### src/letterbox_area_calculator_core_macros.svh
// ----------------------------------------------------------------------------
// Letterbox area calculator assertion macros
// Shared concurrent assertion helpers, clocked on clk, disabled in reset.
// ----------------------------------------------------------------------------
`ifndef LETTERBOX_AREA_CALCULATOR_CORE_MACROS_SVH
`define LETTERBOX_AREA_CALCULATOR_CORE_MACROS_SVH
`ifndef NO_ASSERTIONS
`define LBX_ASSERT_IMPL(lbl, ante, cons) \
    lbl: assert property (@(posedge clk) disable iff (!rst_n) (ante) |-> (cons)) \
        else $error("lbx assertion failed");
`define LBX_ASSERT_NEXT(lbl, ante, cons) \
    lbl: assert property (@(posedge clk) disable iff (!rst_n) (ante) |=> (cons)) \
        else $error("lbx assertion failed");
`else
`define LBX_ASSERT_IMPL(lbl, ante, cons)
`define LBX_ASSERT_NEXT(lbl, ante, cons)
`endif
`endif

### src/lbx_pkg.sv
// ----------------------------------------------------------------------------
// Letterbox area calculator package
// Widths and stage transfer types shared by the pipeline modules.
// ----------------------------------------------------------------------------
package lbx_pkg;

    localparam int COORD_W = 13;
    localparam int RATIO_W = 16;
    localparam int POS_W   = COORD_W + 1;
    localparam int P1_W    = COORD_W + RATIO_W;
    localparam int AB_W    = P1_W + RATIO_W;
    localparam int CR_W    = AB_W + COORD_W;
    localparam int QB      = COORD_W;

    typedef struct packed {
        logic [COORD_W-1:0] tx;
        logic [COORD_W-1:0] ty;
        logic [COORD_W-1:0] tw;
        logic [COORD_W-1:0] th;
    } tgt_t;

    typedef struct packed {
        tgt_t            tgt;
        logic            wide;
        logic            fit;
        logic [CR_W-1:0] num;
        logic [AB_W-1:0] den;
    } div_req_t;

    typedef struct packed {
        tgt_t            tgt;
        logic            wide;
        logic            fit;
        logic [QB-1:0]   q;
    } div_res_t;

endpackage

### src/lbx_div.sv
// ----------------------------------------------------------------------------
// Letterbox pipelined divider
// Restoring division, one quotient bit per stage, QB stages.
// ----------------------------------------------------------------------------
`include "letterbox_area_calculator_core_macros.svh"
module lbx_div
    import lbx_pkg::*;
(
    input  logic     clk,
    input  logic     rst_n,
    input  logic     en,
    input  logic     req_valid,
    input  div_req_t req,
    output logic     res_valid,
    output div_res_t res
);

    localparam int LAST = QB - 1;

    // entry k holds the state after quotient bit QB-1-k is resolved
    logic            v_reg   [QB];
    tgt_t            t_reg   [QB];
    logic            w_reg   [QB];
    logic            f_reg   [QB];
    logic [CR_W-1:0] r_reg   [QB];
    logic [AB_W-1:0] d_reg   [QB];
    logic [QB-1:0]   q_reg   [QB];
    logic [CR_W-1:0] r_next  [QB];
    logic [QB-1:0]   q_next  [QB];
    logic [CR_W-1:0] sh;
    logic            ge;

    always_comb
    begin
        sh              = CR_W'(req.den) << LAST;
        ge              = req.num >= sh;
        r_next[0]       = ge ? (req.num - sh) : req.num;
        q_next[0]       = '0;
        q_next[0][LAST] = ge;
        for (int k = 1; k < QB; k++)
        begin
            sh                  = CR_W'(d_reg[k-1]) << (LAST - k);
            ge                  = r_reg[k-1] >= sh;
            r_next[k]           = ge ? (r_reg[k-1] - sh) : r_reg[k-1];
            q_next[k]           = q_reg[k-1];
            q_next[k][LAST - k] = ge;
        end
    end

    always_ff @(posedge clk or negedge rst_n)
    begin
        if (!rst_n)
        begin
            for (int k = 0; k < QB; k++)
                v_reg[k] <= 1'b0;
        end
        else if (en)
        begin
            v_reg[0] <= req_valid;
            for (int k = 1; k < QB; k++)
                v_reg[k] <= v_reg[k-1];
        end
    end

    always_ff @(posedge clk)
    begin
        if (en)
        begin
            t_reg[0] <= req.tgt;
            w_reg[0] <= req.wide;
            f_reg[0] <= req.fit;
            d_reg[0] <= req.den;
            for (int k = 1; k < QB; k++)
            begin
                t_reg[k] <= t_reg[k-1];
                w_reg[k] <= w_reg[k-1];
                f_reg[k] <= f_reg[k-1];
                d_reg[k] <= d_reg[k-1];
            end
            for (int k = 0; k < QB; k++)
            begin
                r_reg[k] <= r_next[k];
                q_reg[k] <= q_next[k];
            end
        end
    end

    assign res_valid = v_reg[LAST];
    assign res.tgt   = t_reg[LAST];
    assign res.wide  = w_reg[LAST];
    assign res.fit   = f_reg[LAST];
    assign res.q     = q_reg[LAST];

    // scaled side must fall inside the target
    `LBX_ASSERT_IMPL(a_q_below_th, v_reg[LAST] && f_reg[LAST] && w_reg[LAST], q_reg[LAST] < t_reg[LAST].th)
    `LBX_ASSERT_IMPL(a_q_below_tw, v_reg[LAST] && f_reg[LAST] && !w_reg[LAST], q_reg[LAST] < t_reg[LAST].tw)
    `LBX_ASSERT_IMPL(a_rem_small, v_reg[LAST] && f_reg[LAST], r_reg[LAST] < CR_W'(d_reg[LAST]))

endmodule

### config.mk
export PLATFORM = sky130hd
export DESIGN_NAME = lbx_div
export DESIGN_NICKNAME = d
export VERILOG_FILES = /design/src/lbx_pkg.sv /design/src/lbx_div.sv
export VERILOG_INCLUDE_DIRS = /design/src /design/src/src
export SDC_FILE = /design/constraint.sdc
export NUM_CORES = 2
export LEC_CHECK = 0
export ABC_CLOCK_PERIOD_IN_PS = 3850
export CORE_MARGIN = 5
export CORE_UTILIZATION = 25
export DETAILED_ROUTE_END_ITERATION = 12
export DONT_BUFFER_PORTS = 1
export GPL_TIMING_DRIVEN = 0
export REMOVE_ABC_BUFFERS = 1
export SLEW_MARGIN = 20
export SYNTH_ARGS = -nofsm -noshare
export SYNTH_HDL_FRONTEND = slang
export SYNTH_SLANG_ARGS = --single-unit
export TNS_END_PERCENT = 10
### constraint.sdc
create_clock -name clk -period 3.85 [get_ports clk]
set_input_delay 0.1925 -clock clk [delete_from_list [all_inputs] [get_ports clk]]
set_output_delay 0.1925 -clock clk [all_outputs]
set_load 0.1 [all_outputs]
## Word level (Yosys, flattened, before mapping)

Memory sizes are Yosys's and may differ from the RTL's.
Index checks and enable logic that the tools add are counted.

| operators by class | value |
|---|---|
| multiplexer cells | 15 |
| $lt $le $gt $ge | 13 |
| add/sub/neg operators | 13 |

Operators with widths:

| kind | number |
|---|---|
| 58-bit 2-to-1 mux | 13 |
| 58-bit by 45-bit >= comparator with 1-bit output | 1 |
| 58-bit by 46-bit >= comparator with 1-bit output | 1 |
| 58-bit by 47-bit >= comparator with 1-bit output | 1 |
| 58-bit by 48-bit >= comparator with 1-bit output | 1 |
| 58-bit by 49-bit >= comparator with 1-bit output | 1 |
| 58-bit by 50-bit >= comparator with 1-bit output | 1 |
| 58-bit by 51-bit >= comparator with 1-bit output | 1 |
| 58-bit by 52-bit >= comparator with 1-bit output | 1 |
| 58-bit by 53-bit >= comparator with 1-bit output | 1 |
| 58-bit by 54-bit >= comparator with 1-bit output | 1 |
| 58-bit by 55-bit >= comparator with 1-bit output | 1 |
| 58-bit by 56-bit >= comparator with 1-bit output | 1 |
| 58-bit by 57-bit >= comparator with 1-bit output | 1 |
| 58-bit by 45-bit subtractor with 58-bit output | 1 |
| 58-bit by 46-bit subtractor with 58-bit output | 1 |
| 58-bit by 47-bit subtractor with 58-bit output | 1 |
| 58-bit by 48-bit subtractor with 58-bit output | 1 |
| 58-bit by 49-bit subtractor with 58-bit output | 1 |
| 58-bit by 50-bit subtractor with 58-bit output | 1 |
| 58-bit by 51-bit subtractor with 58-bit output | 1 |
| 58-bit by 52-bit subtractor with 58-bit output | 1 |
| 58-bit by 53-bit subtractor with 58-bit output | 1 |
| 58-bit by 54-bit subtractor with 58-bit output | 1 |
| 4 further kinds | 5 |

| word-level totals | value |
|---|---|
| register bits | 13 |
| memories kept | 6 |
| memory bits (writable) | 2210 |
| input port bits | 161 |
| output and inout bits | 68 |

Memories:

| name | words | width | read ports | clocked after memory_dff | wr ports | line | RTL |
|---|---|---|---|---|---|---|---|
| r_reg | 13 | 58 | 12 | 0 | 13 | lbx_div.sv:25 | `logic [CR_W-1:0] r_reg [QB];` |
| t_reg | 13 | 52 | 13 | 0 | 13 | lbx_div.sv:22 | `tgt_t t_reg [QB];` |
| d_reg | 13 | 45 | 12 | 0 | 13 | lbx_div.sv:26 | `logic [AB_W-1:0] d_reg [QB];` |
| q_reg | 13 | 13 | 13 | 0 | 13 | lbx_div.sv:27 | `logic [QB-1:0] q_reg [QB];` |
| f_reg | 13 | 1 | 13 | 0 | 13 | lbx_div.sv:24 | `logic f_reg [QB];` |
| w_reg | 13 | 1 | 13 | 0 | 13 | lbx_div.sv:23 | `logic w_reg [QB];` |

## Logic depth before layout (Yosys ltp)

An unclocked memory read counts as a cell.

| depth | value |
|---|---|
| word-level depth | 3 |
| depth in mapped cells | 17 |
| mapped depth without buffers | 14 |

## Worst setup path before layout

OpenSTA, ideal clock, no wires.

| timing path | value |
|---|---|
| path type | register to register |
| start point | memory r_reg[1][64] (netlist bit) |
| end point | memory r_reg[1][164] (netlist bit) (data pin) |
| library setup time | 0.260 ns |
| data required time | 3.590 ns |
| period minus slack after synthesis | 3.489 ns |
| arrival time | 3.229 ns |
| path slack | 0.361 ns |
| cell stages (with the launch flop) | 15 |
| path through | edfxtp_1 inv_1 ha_1 inv_1 fa_1 a211oi_1 o21ai_0 a311oi_1 nor3_1 nor4b_4 a21oi_1 nor3_1 o31ai_1 xor2_1 mux2_2 |

RTL lines:

| item | line |
|---|---|
| start, declared | lbx_div.sv:25 |

==> flow_metrics.env <==
export IMPL_drc_errors=0
export IMPL_wl_mm=226
export IMPL_synth_cell_types=95
export IMPL_synth_area_leaders="edfxtp_1, ha_1, a21oi_1"
export IMPL_yosys_area_top_type="edfxtp_1"
export IMPL_power_frac_seq=0.383
export IMPL_finalSetupViolCount=20
export IMPL_grt_max_degree=215
export IMPL_violations="setup timing"
export IMPL_antenna_found_initial=1
export IMPL_synth_top_cells_by_count="edfxtp_1, a21oi_1, inv_1"
export IMPL_place_hpwl_mm=163
export IMPL_n_fill_cell=42000
export IMPL_clock_skew_ps=91.4
export IMPL_ys_warn_count=0
export IMPL_finalHoldViolCount=0
export IMPL_final_nets=9841
export IMPL_clk_latency_ps=900
export IMPL_leakage_nw=45.6
export IMPL_switching_power_mw=30.9
export IMPL_fp_dieW_um=653
export IMPL_critical_path_class="in -> reg"
export IMPL_dr_pass1_iters=6
export IMPL_die_area_mm2=0.427
export IMPL_drtIter0Drc=5533
export IMPL_crit_arrival_ps=4550
export IMPL_p_comb_frac=0.375
export IMPL_htree_levels=4
export IMPL_outcome="finished with violations"
export IMPL_setup_slack_ps=-87.2
export IMPL_ys_seq_area_frac=0.592
export IMPL_synth_seq_cells=2042
export IMPL_grt_overflow_total=0
export IMPL_ir_worst_vdd_v=0.000385
export IMPL_holdCritPathClass="in -> reg"
export IMPL_avgRoutedWirePerCell_um=15.4
export IMPL_async_flop_share=0.00637
export IMPL_grt_pass1_vias=64000
export IMPL_root_buffer="clkbuf_16"
export IMPL_hold_ws_ps=134
export IMPL_min_period_ps=3940
export IMPL_p_clk_frac=0.242
export IMPL_worstMarginPinSlew_ps=1080
export IMPL_io_pins=229
export IMPL_initial_utilization=0.251
export IMPL_fp_row_count=236
export IMPL_grtUsageTotal=0.102
export IMPL_synth_edf_count=2029
export IMPL_fmax_mhz=254
export IMPL_cts_tree="built"
export IMPL_routed_via_density=4.46
export IMPL_clk_path_buf_depth=4
export IMPL_largest_register_ffs=696
export IMPL_synthCells=8827
export IMPL_rsz0062_at_grt="yes"
export IMPL_finalMaxSlewViolations=0
export IMPL_synth_most_common_cell="edfxtp_1"
export IMPL_syn_cell_area_mm2=0.103
export IMPL_gp_congestion=0.886
export IMPL_cts_made_buffers=223
export IMPL_switching_share=0.355
export IMPL_cp_start_kind="primary input"
export IMPL_critPathMaxFanout=18
export IMPL_portBuffers=0
export IMPL_slew_headroom=0.278
export IMPL_end_kind="register"
export IMPL_finalCritPeriodShare=1.02
export IMPL_clkSlewWorstSetupHoldPaths_ps=60
export IMPL_synth_top_flop_cell="edfxtp_1"
export IMPL_final_cell_area_mm2=0.122
export IMPL_die_height_um=653
export IMPL_worst_ep_required_time_ps=4470
export IMPL_ant_nets=0
export IMPL_placed_area_mm2=0.110
export IMPL_report_power_total_mw=87.2
export IMPL_area_growth_pct=17.8
export IMPL_p_int_mw=56.2
export IMPL_vias=65700
export IMPL_cap_violations=0
export IMPL_synth_top_area_share=0.589
export IMPL_avgSynthCellArea_um2=11.7
export IMPL_core_mm2=0.413
export IMPL_drive_above_1_share=0.0856
export IMPL_grt_pass1_wl_mm=355
export IMPL_power_density_mw_per_mm2=715
export IMPL_clock_sinks=2042
timing repair:
item,in CTS,in global routing
buffers inserted,24,24
endpoints found under the hold margin,622,2
setup endpoints to repair,432,370
hold buffers,286,4
gates resized for setup,147,141
cloned,4,6
pin swaps,31,39
final cells by class:
cell class / count / area [µm²] / area share
diodes: 1 / 2.50 / 0.0000205
clock buffers: 248 / 5670 / 0.0465
clock inverters: 159 / 1630 / 0.0134
inverters: 749 / 2820 / 0.0232
multi-input cells: 5686 / 39300 / 0.322
flip-flops and latches: 2042 / 61300 / 0.502
well taps: 5474 / 6850 / 0.0562
repair buffers: 381 / 4380 / 0.0359
through the flow:
stage | util | setup TNS, ps | setup slack (ps) | std cells
CTS | 0.293 | -470 | -77.4 | 14700
global placement | 0.263 | -1918400 | -6340 | 13900
floorplan | - | -530700 | -2630 | 8472
finish | 0.295 | -800 | -87.2 | 14700
global route | 0.295 | -3540 | -187 | 14700
detailed placement | 0.266 | -299650 | -1260 | 14000
final timing paths:
path	startpoint	end	slack, ps	cells after the start
min reg2reg	q_reg[1][16]	q_reg[1][29]	370	0
min	req[68]	r_reg[0][23]	130	3
min in group asynchronous	rst_n	v_reg[9]	290	2
max in group asynchronous	rst_n	v_reg[3]	3200	2
max	req[101]	r_reg[0][36]	-90	11
max reg2reg	d_reg[0][53]	r_reg[0][167]	-50	12
layout by cell type, fill, tap and decap left out, drive strengths merged, types with 61 or more instances in the layout:
cell and n:
xnor2 306, a21oi 833, o21a 68, inv 765, buf 90, o21ai 569, clkinv 101, mux2 88
dlygate4sd3 287, edfxtp 2029, clkbuf 252, nand2b 63, a211oi 63, nand4 157, a31oi 61, nand2 644
xor2 254, and3 61, nor2b 74, o21bai 91, nor3 121, ha 585, a21o 308, nand3 159
nor2 574
per-layer routing:
layer / GRT usage / share of wire / vias up
li1: - / - / 33100
met1: 0.140 / 0.47 / 30700
met2: 0.158 / 0.44 / 1421
met3: 0.0145 / 0.040 / 471
met4: 0.0494 / 0.051 / 0
met5: 0 / 0 / -
logic make-up after synthesis:
group / count (synthesis) / share of synthesized area
compound gates: 2338 / 0.139
simple gates: 2092 / 0.0959
flops: 2042 / 0.592
buf+inv: 1104 / 0.0429
fa+ha+maj: 597 / 0.0731
xor+xnor: 560 / 0.0474
mux: 94 / 0.0102
worst max-delay path, stage by stage:
cell	delay (ps)
dlygate4sd3_1	560
ha_1	350
nand2_1	60
nor2_1	610
nand4_1	280
nor4_1	830
nand4_1	360
o211ai_1	300
a21o_4	310
a21oi_1	110
dlygate4sd3_1	570
power by group through the flow:
stage	Combinational (mW)	Sequential (mW)	Clock, mW
floorplan	23.5	32.5	0
CTS	31.8	33.3	22.1
global route	36.3	33.8	23.0
detailed placement	30.6	33.8	0
finish	32.7	33.4	21.1
global placement	30.1	33.8	0
Note: power is estimated with default switching activity, not from simulation.
