## config.mk

```make
export PLATFORM = sky130hd
export DESIGN_NAME = lbx_place
export DESIGN_NICKNAME = d
export VERILOG_FILES = /design/src/letterbox_area_calculator_core_macros.svh /design/src/lbx_pkg.sv /design/src/lbx_place.sv
export SDC_FILE = /design/constraint.sdc
export NUM_CORES = 1
export LEC_CHECK = 0
export ABC_AREA = 1
export BUFFER_PORTS_ARGS = -buffer_cell sky130_fd_sc_hd__buf_2
export CAP_MARGIN = 20
export CORE_ASPECT_RATIO = 1.1
export CORE_MARGIN = 8
export CORE_UTILIZATION = 45
export CTS_CLUSTER_DIAMETER = 100
export DETAILED_ROUTE_END_ITERATION = 10
export GPL_TIMING_DRIVEN = 0
export PLACE_DENSITY = 0.69
export SLEW_MARGIN = 10
export SYNTH_ARGS = -nofsm -noshare
export SYNTH_HDL_FRONTEND = slang
export SYNTH_SLANG_ARGS = --single-unit
```

## constraint.sdc

```tcl
create_clock -name clk -period 1.7 [get_ports clk]
set_input_delay 0.085 -clock clk [delete_from_list [all_inputs] [get_ports clk]]
set_output_delay 0.085 -clock clk [all_outputs]
set_load 0.005 [all_outputs]
```

## src/letterbox_area_calculator_core_macros.svh

```systemverilog
// ----------------------------------------------------------------------------
// Letterbox area calculator assertion macros
// Shared concurrent assertion helpers, clocked on clk, disabled in reset.
// ----------------------------------------------------------------------------
`ifndef LETTERBOX_AREA_CALCULATOR_CORE_MACROS_SVH
`define LETTERBOX_AREA_CALCULATOR_CORE_MACROS_SVH
`ifndef NO_ASSERTIONS
`define LBX_ASSERT_IMPL(lbl, ante, cons) \
    lbl: assert property (@(posedge clk) disable iff (!rst_n) (ante) |-> (cons)) \
        else $error("lbx assertion failed");
`define LBX_ASSERT_NEXT(lbl, ante, cons) \
    lbl: assert property (@(posedge clk) disable iff (!rst_n) (ante) |=> (cons)) \
        else $error("lbx assertion failed");
`else
`define LBX_ASSERT_IMPL(lbl, ante, cons)
`define LBX_ASSERT_NEXT(lbl, ante, cons)
`endif
`endif

```

## src/lbx_pkg.sv

```systemverilog
// ----------------------------------------------------------------------------
// Letterbox area calculator package
// Widths and stage transfer types shared by the pipeline modules.
// ----------------------------------------------------------------------------
package lbx_pkg;

    localparam int COORD_W = 13;
    localparam int RATIO_W = 16;
    localparam int POS_W   = COORD_W + 1;
    localparam int P1_W    = COORD_W + RATIO_W;
    localparam int AB_W    = P1_W + RATIO_W;
    localparam int CR_W    = AB_W + COORD_W;
    localparam int QB      = COORD_W;

    typedef struct packed {
        logic [COORD_W-1:0] tx;
        logic [COORD_W-1:0] ty;
        logic [COORD_W-1:0] tw;
        logic [COORD_W-1:0] th;
    } tgt_t;

    typedef struct packed {
        tgt_t            tgt;
        logic            wide;
        logic            fit;
        logic [CR_W-1:0] num;
        logic [AB_W-1:0] den;
    } div_req_t;

    typedef struct packed {
        tgt_t            tgt;
        logic            wide;
        logic            fit;
        logic [QB-1:0]   q;
    } div_res_t;

endpackage

```

## src/lbx_place.sv

```systemverilog
// ----------------------------------------------------------------------------
// Letterbox placement stage
// Centers the scaled side, forms the bars and holds the output register.
// ----------------------------------------------------------------------------
module lbx_place
    import lbx_pkg::*;
(
    input  logic               clk,
    input  logic               rst_n,
    input  logic               en,
    input  logic               res_valid,
    input  div_res_t           res,
    output logic               out_valid,
    output logic [POS_W-1:0]   video_x,
    output logic [POS_W-1:0]   video_y,
    output logic [COORD_W-1:0] video_w,
    output logic [COORD_W-1:0] video_h,
    output logic [POS_W-1:0]   bar1_x,
    output logic [POS_W-1:0]   bar1_y,
    output logic [COORD_W-1:0] bar1_w,
    output logic [COORD_W-1:0] bar1_h,
    output logic [POS_W-1:0]   bar2_x,
    output logic [POS_W-1:0]   bar2_y,
    output logic [COORD_W-1:0] bar2_w,
    output logic [COORD_W-1:0] bar2_h
);

    logic               v_reg;
    logic [POS_W-1:0]   vx_reg, vy_reg, b1x_reg, b1y_reg, b2x_reg, b2y_reg;
    logic [COORD_W-1:0] vw_reg, vh_reg, b1w_reg, b1h_reg, b2w_reg, b2h_reg;
    logic [POS_W-1:0]   vx_next, vy_next, b1x_next, b1y_next, b2x_next, b2y_next;
    logic [COORD_W-1:0] vw_next, vh_next, b1w_next, b1h_next, b2w_next, b2h_next;
    logic [COORD_W-1:0] slack, half;
    logic [POS_W-1:0]   pos;

    always_comb
    begin
        slack    = (res.wide ? res.tgt.th : res.tgt.tw) - res.q;
        half     = slack >> 1;
        pos      = (res.wide ? {1'b0, res.tgt.ty} : {1'b0, res.tgt.tx}) + {1'b0, half};
        vx_next  = {1'b0, res.tgt.tx};
        vy_next  = {1'b0, res.tgt.ty};
        vw_next  = res.tgt.tw;
        vh_next  = res.tgt.th;
        b1x_next = '0;
        b1y_next = '0;
        b1w_next = '0;
        b1h_next = '0;
        b2x_next = '0;
        b2y_next = '0;
        b2w_next = '0;
        b2h_next = '0;
        if (res.fit)
        begin
            b1x_next = {1'b0, res.tgt.tx};
            b1y_next = {1'b0, res.tgt.ty};
            if (res.wide)
            begin
                vy_next  = pos;
                vh_next  = res.q;
                b1w_next = res.tgt.tw;
                b1h_next = half;
                b2x_next = {1'b0, res.tgt.tx};
                b2y_next = pos + {1'b0, res.q};
                b2w_next = res.tgt.tw;
                b2h_next = slack - half;
            end
            else
            begin
                vx_next  = pos;
                vw_next  = res.q;
                b1w_next = half;
                b1h_next = res.tgt.th;
                b2x_next = pos + {1'b0, res.q};
                b2y_next = {1'b0, res.tgt.ty};
                b2w_next = slack - half;
                b2h_next = res.tgt.th;
            end
        end
    end

    always_ff @(posedge clk or negedge rst_n)
    begin
        if (!rst_n)
            v_reg <= 1'b0;
        else if (en)
            v_reg <= res_valid;
    end

    always_ff @(posedge clk)
    begin
        if (en)
        begin
            vx_reg  <= vx_next;
            vy_reg  <= vy_next;
            vw_reg  <= vw_next;
            vh_reg  <= vh_next;
            b1x_reg <= b1x_next;
            b1y_reg <= b1y_next;
            b1w_reg <= b1w_next;
            b1h_reg <= b1h_next;
            b2x_reg <= b2x_next;
            b2y_reg <= b2y_next;
            b2w_reg <= b2w_next;
            b2h_reg <= b2h_next;
        end
    end

    assign out_valid = v_reg;
    assign video_x   = vx_reg;
    assign video_y   = vy_reg;
    assign video_w   = vw_reg;
    assign video_h   = vh_reg;
    assign bar1_x    = b1x_reg;
    assign bar1_y    = b1y_reg;
    assign bar1_w    = b1w_reg;
    assign bar1_h    = b1h_reg;
    assign bar2_x    = b2x_reg;
    assign bar2_y    = b2y_reg;
    assign bar2_w    = b2w_reg;
    assign bar2_h    = b2h_reg;

endmodule

```

# After elaboration in Yosys (flattened, before gate mapping)
# Cells that the tools add are included.
# classes
n_reduce_logical,2
add_sub_neg,4
n_mux,16
n_bitwise,1
# ops
op,n
$mux W13,14
$mux W12,2
$add A13 B12 Y14,1
$add A14 B13 Y14,1
$sub A13 B12 Y13,1
$sub A13 B13 Y13,1
$reduce_and A2 Y1,1
$reduce_or A2 Y1,1
$not A1 Y1,1
# totals
input_bits,71
elab_cells,44
out_inout_bits,163
ff_bits,163

# Logic depth before layout (Yosys ltp)
# logic_depth
ltp_word,5
ltp_mapped,33
mapped_depth_nobuf,30

# Least setup slack after synthesis
# No wires, ideal clock.
# synth_path
path_type,in2reg
start,input port res[14] (netlist bit)
end,"register b2y_reg[12], in the netlist bar2_y[12] (data pin)"
t_arrival_ns,4.197
path_stages,30
required_ns,1.433
setup_slack_ns,-2.765
setup_time_ns,0.267
path_buffers,3
cell_sequence,buf_2 buf_2 clkbuf_1 nand2_1 o21ai_0 ha_1 inv_1 fa_1 nand3_1 nand3_2 nand2_1 nand2_1 xor2_1 ha_1 nand2_1 o21ai_0 nor2_1 nor2_1 nand2_1 nand2_2 xor2_2 ha_1 a21oi_1 o21a_1 nand3_1 a21oi_1 o21bai_1 or2_2 nand3_1 o21ai_0
# synth_via
elab_chain_cells,5
elab_cells_between_ends,6
classes_between,add/sub: 3; mux: 3
# synth_lines
item,line,text
from (decl),lbx_place.sv:12,"input div_res_t res,"
$mux W13,lbx_place.sv:38,slack = (res.wide ? res.tgt.th : res.tgt.tw) - res.q;
$sub A13 B13 Y13,lbx_place.sv:38,
$add A13 B12 Y14,lbx_place.sv:40,"pos = (res.wide ? {1'b0, res.tgt.ty} : {1'b0, res.tgt.tx}) + {1'b0, half};"
$add A14 B13 Y14,lbx_place.sv:64,"b2y_next = pos + {1'b0, res.q};"
$mux W13 (*),lbx_place.sv:57,if (res.wide)
to (signal assigned),lbx_place.sv:103,b2y_reg <= b2y_next;
to (decl),lbx_place.sv:29,"logic [POS_W-1:0] vx_reg, vy_reg, b1x_reg, b1y_reg, b2x_reg, b2y_reg;"
# Every way passes the cells marked *; elsewhere a longest branch is shown, timed or not.
# A chain may end at the register's enable or synchronous reset.

# Final worst setup path
# Ends and elaborated chain as after synthesis.

==> results by group <==
Critical path
  – Setup crit end kind: flip-flop
  – Worst setup SP type: input pin
  – Crit Path Class: input pin to flip-flop
  – Slowest stage delay, CP: between 300 and 400 ps
  – Worst path arrival time: 4120 ps
  – Req. time, crit path: about 1900 ps
  – Most common cell type on the critical path: nand2_4
  – Maximum fanout along the worst path: 7
  – Slowest cell on the critical path: fa_2

Clocking
  – H-tree depth: 4
  – TritonCTS clock tree: yes
  – Clk buf depth: 2
  – Clock Root Buffer: clkbuf_16
  – CTS buffer count: 17
  – Clock Latency Late Sink: 430 ps
  – Clk slew on worst S/H paths: approximately 60 ps
  – CTS Sinks: 161

Die
  – Core ar.: between 20000 and 25000 um^2
  – Die area: about 26000 um^2
  – Starting density of the core: 0.4559
  – I/O pins: approximately 230
  – Die Ht: 167.2 um
  – Die width: 153.4 um
  – # rows: 55

Timing
  – PnR worst setup slack: -2265 ps
  – Actual slew at the worst max-slew pin: ~1000 ps
  – Fmax: about 0.25 GHz
  – Final hold slack: between 20 and 30 ps
  – Setup Viol. Count Final: a little under 100
  – Clock skew: 0 ps
  – RSZ-0062 raised after global routing: true
  – Rel. slew slack: 0.3112
  – Final Hold Fails: 0
  – Post-layout min period: between 3000 and 4000 ps
  – Fin crit share: 2.332
  – Setup TNS Final: -119310 ps
  – Final Slew Violations: 0

Drt
  – DR iter-0 viols: roughly 730
  – Post-route DRC violation count: 0
  – Final WL: roughly 37 mm
  – Antenna viol nets, final: 0
  – Via-to-Cell Ratio: about 5.6
  – DR pass1 iterations: 5
  – Vias: 9520
  – WL per Instance: ~22 um

Yosys
  – Synth cell types: between 40 and 50
  – Post-Syn Instances: 1014
  – Synthesized area: a little over 9000 um^2
  – Flops & latches, synth: around 160
  – Post-Syn Area per Cell: between 9 and 10 um^2
  – Post-synth EDFFs: 160
  – Synth warn: 0
  – Seq/Total Area, Yosys: 0.5166
  – Top_reg_cell synth: edfxtp_1
  – Async SR Flop Fraction: 0.006211

Pwr
  – Int Pwr: roughly 12 mW
  – Comb pwr share: 0.535
  – Sw Ratio: 0.3810
  – Psw: 7.336 mW
  – Sequential Power Share: 0.271
  – Pwr dens: between 1000 and 1500 nW/um^2
  – Peak VDD IR: 873.6 uV
  – Static Leakage: 6.685 nW
  – Clock Power Share: 0.194

Place
  – GP Congestion: 0.9190
  – Pre-CTS setup slack: -3237 ps
  – Dpl cells: about 1500
  – Post-DP HPWL: approximately 23 mm
  – IO Port Bufs: 229

Global routing
  – GR Overflow Total: 0
  – Largest net degree at the start of global routing: ~90
  – GRT Util Overall: 0.2582
  – Initial antenna violation count: 3
  – First-pass GRT wire length: about 50 mm
  – Vias in the first global route: approximately 9300

Layout
  – Filler cell count: 1429
  – Nets: between 1500 and 2000
  – Synth-to-layout area growth: 57.64%
  – Commonest non-fill, non-tap cells in the layout: buf_2 (233), nand2_1 (194), edfxtp_1 (160)
  – Commonest non-fill, non-tap cell in the layout: buf_2
  – Share of layout cells above drive strength 1: 0.4839
  – Non-filler cells in the finished layout: 1689

Hold path
  – Min-Delay Path Class: input pin to flip-flop

Status
  – Failing checks: setup timing
  – Status: finished, violations left

Flow run
  – Max-cap violations: 0
## critical path: cells and delay by family
kind	cells	cell delay, ps
AOI/OAI and AO/OA	5	630
and+or+nand+nor	14	1430
xor gates and xnor gates	1	220
buffers and inverters	5	550
adders and majority gates	4	1180
## Yosys cell counts (5+ instances only)
cell	count	area (um^2)
nand3_1	48	240.2
o22ai_1	54	337.8
xor2_1	22	192.7
nand3_2	6	60.06
nand2_2	22	137.6
ha_1	47	588.1
xnor2_1	6	52.55
nand4_1	6	37.54
o21ai_1	7	35.03
edfxtp_1	160	4805
inv_1	159	596.8
buf_2	5	25.02
clkbuf_1	21	78.83
buf_1	7	26.28
o21ai_0	82	410.4
nor2_1	27	101.4
inv_2	5	18.77
nand2_1	247	927.1
nand2_4	6	67.56
a21oi_1	31	155.2
## layout make-up
class | instances | area, um^2 | area share
inverter | 166 | 663.1 | 0.04500
sequential | 161 | 4830 | 0.3277
timing repair buffer | 385 | 2664 | 0.1807
tap | 256 | 320.3 | 0.02173
antenna | 1 | 2.502 | 0.0001698
clock buffer | 17 | 425.4 | 0.02886
clock inverter | 15 | 135.1 | 0.009169
multi-input combinational | 651 | 5454 | 0.3701
buffer | 37 | 244.0 | 0.01655
## flip-flops by register name, summed over array words and instances (netlist names)
register / count
bar2_x: 14
bar2_y: 14
video_x: 14
video_y: 14
bar1_h: 13
bar1_w: 13
bar1_x: 13
bar1_y: 13
bar2_h: 13
bar2_w: 13
video_h: 13
video_w: 13
out_valid: 1
## final timing paths
check                                            to  slack, ps  depth (start not counted)                  start
max reg2reg                   out_valid$_DFFE_PN0P_        960                          1  out_valid$_DFFE_PN0P_
min in group asynchronous     out_valid$_DFFE_PN0P_        480                          3                  rst_n
max in group asynchronous     out_valid$_DFFE_PN0P_       1120                          3                  rst_n
min                        bar2_y[12]$_SDFFCE_PN0P_         30                          3                res[53]
max                        bar2_y[12]$_SDFFCE_PN0P_      -2260                         29                res[14]
min reg2reg                   out_valid$_DFFE_PN0P_        510                          1  out_valid$_DFFE_PN0P_
## power groups by stage
stage	logic (mW)	clock network (mW)	registers, mW
after global routing	10.9	3.87	5.26
after global placement	5.43	0	5.31
after detailed placement	5.51	0	5.30
after floorplan	3.69	0	5.35
after CTS	8.08	3.72	5.21
final	10.3	3.74	5.22
## metrics by stage
step           total power [mW]    util  area, um^2
6_report                  19.25  0.7187       14740
5_1_grt                   20.02  0.7187       14740
4_1_cts                   17.01  0.6606       13550
3_5_place_dp              10.81  0.5390       11050
3_3_place_gp              10.74  0.5372       11020
2_1_floorplan             9.041       -        9549
## routing by layer
layer / wire (um) / GRT usage
met1: 13570 / 0.2918
met2: 18260 / 0.4501
met3: 3138 / 0.06282
met4: 1957 / 0.1284
met5: 28 / 0
## cells by family (layout without fill, tap and decap cells)
| kind of cell | after synthesis | in the layout | synth area share |
|---|---|---|---|
| other | 1 | 3 | 0.0004011 |
| AOI/OAI and AO/OA | 189 | 189 | 0.1148 |
| adders and majority gates | 51 | 51 | 0.07147 |
| and+or+nand+nor | 376 | 376 | 0.1781 |
| buffers and inverters | 203 | 620 | 0.08432 |
| muxes | 3 | 3 | 0.003346 |
| xor gates and xnor gates | 30 | 30 | 0.03092 |
| DFF | 161 | 161 | 0.5166 |
## what timing repair did
action / in CTS / in global routing
hold endpoints to repair: 56 / 0
setup endpoints to repair: 108 / 106
hold buffers: 44 / 0
buffers inserted: 90 / 52
resized for setup: 201 / 220
pin swaps: 74 / 103
No activity file was read; power rests on OpenSTA's default activity.
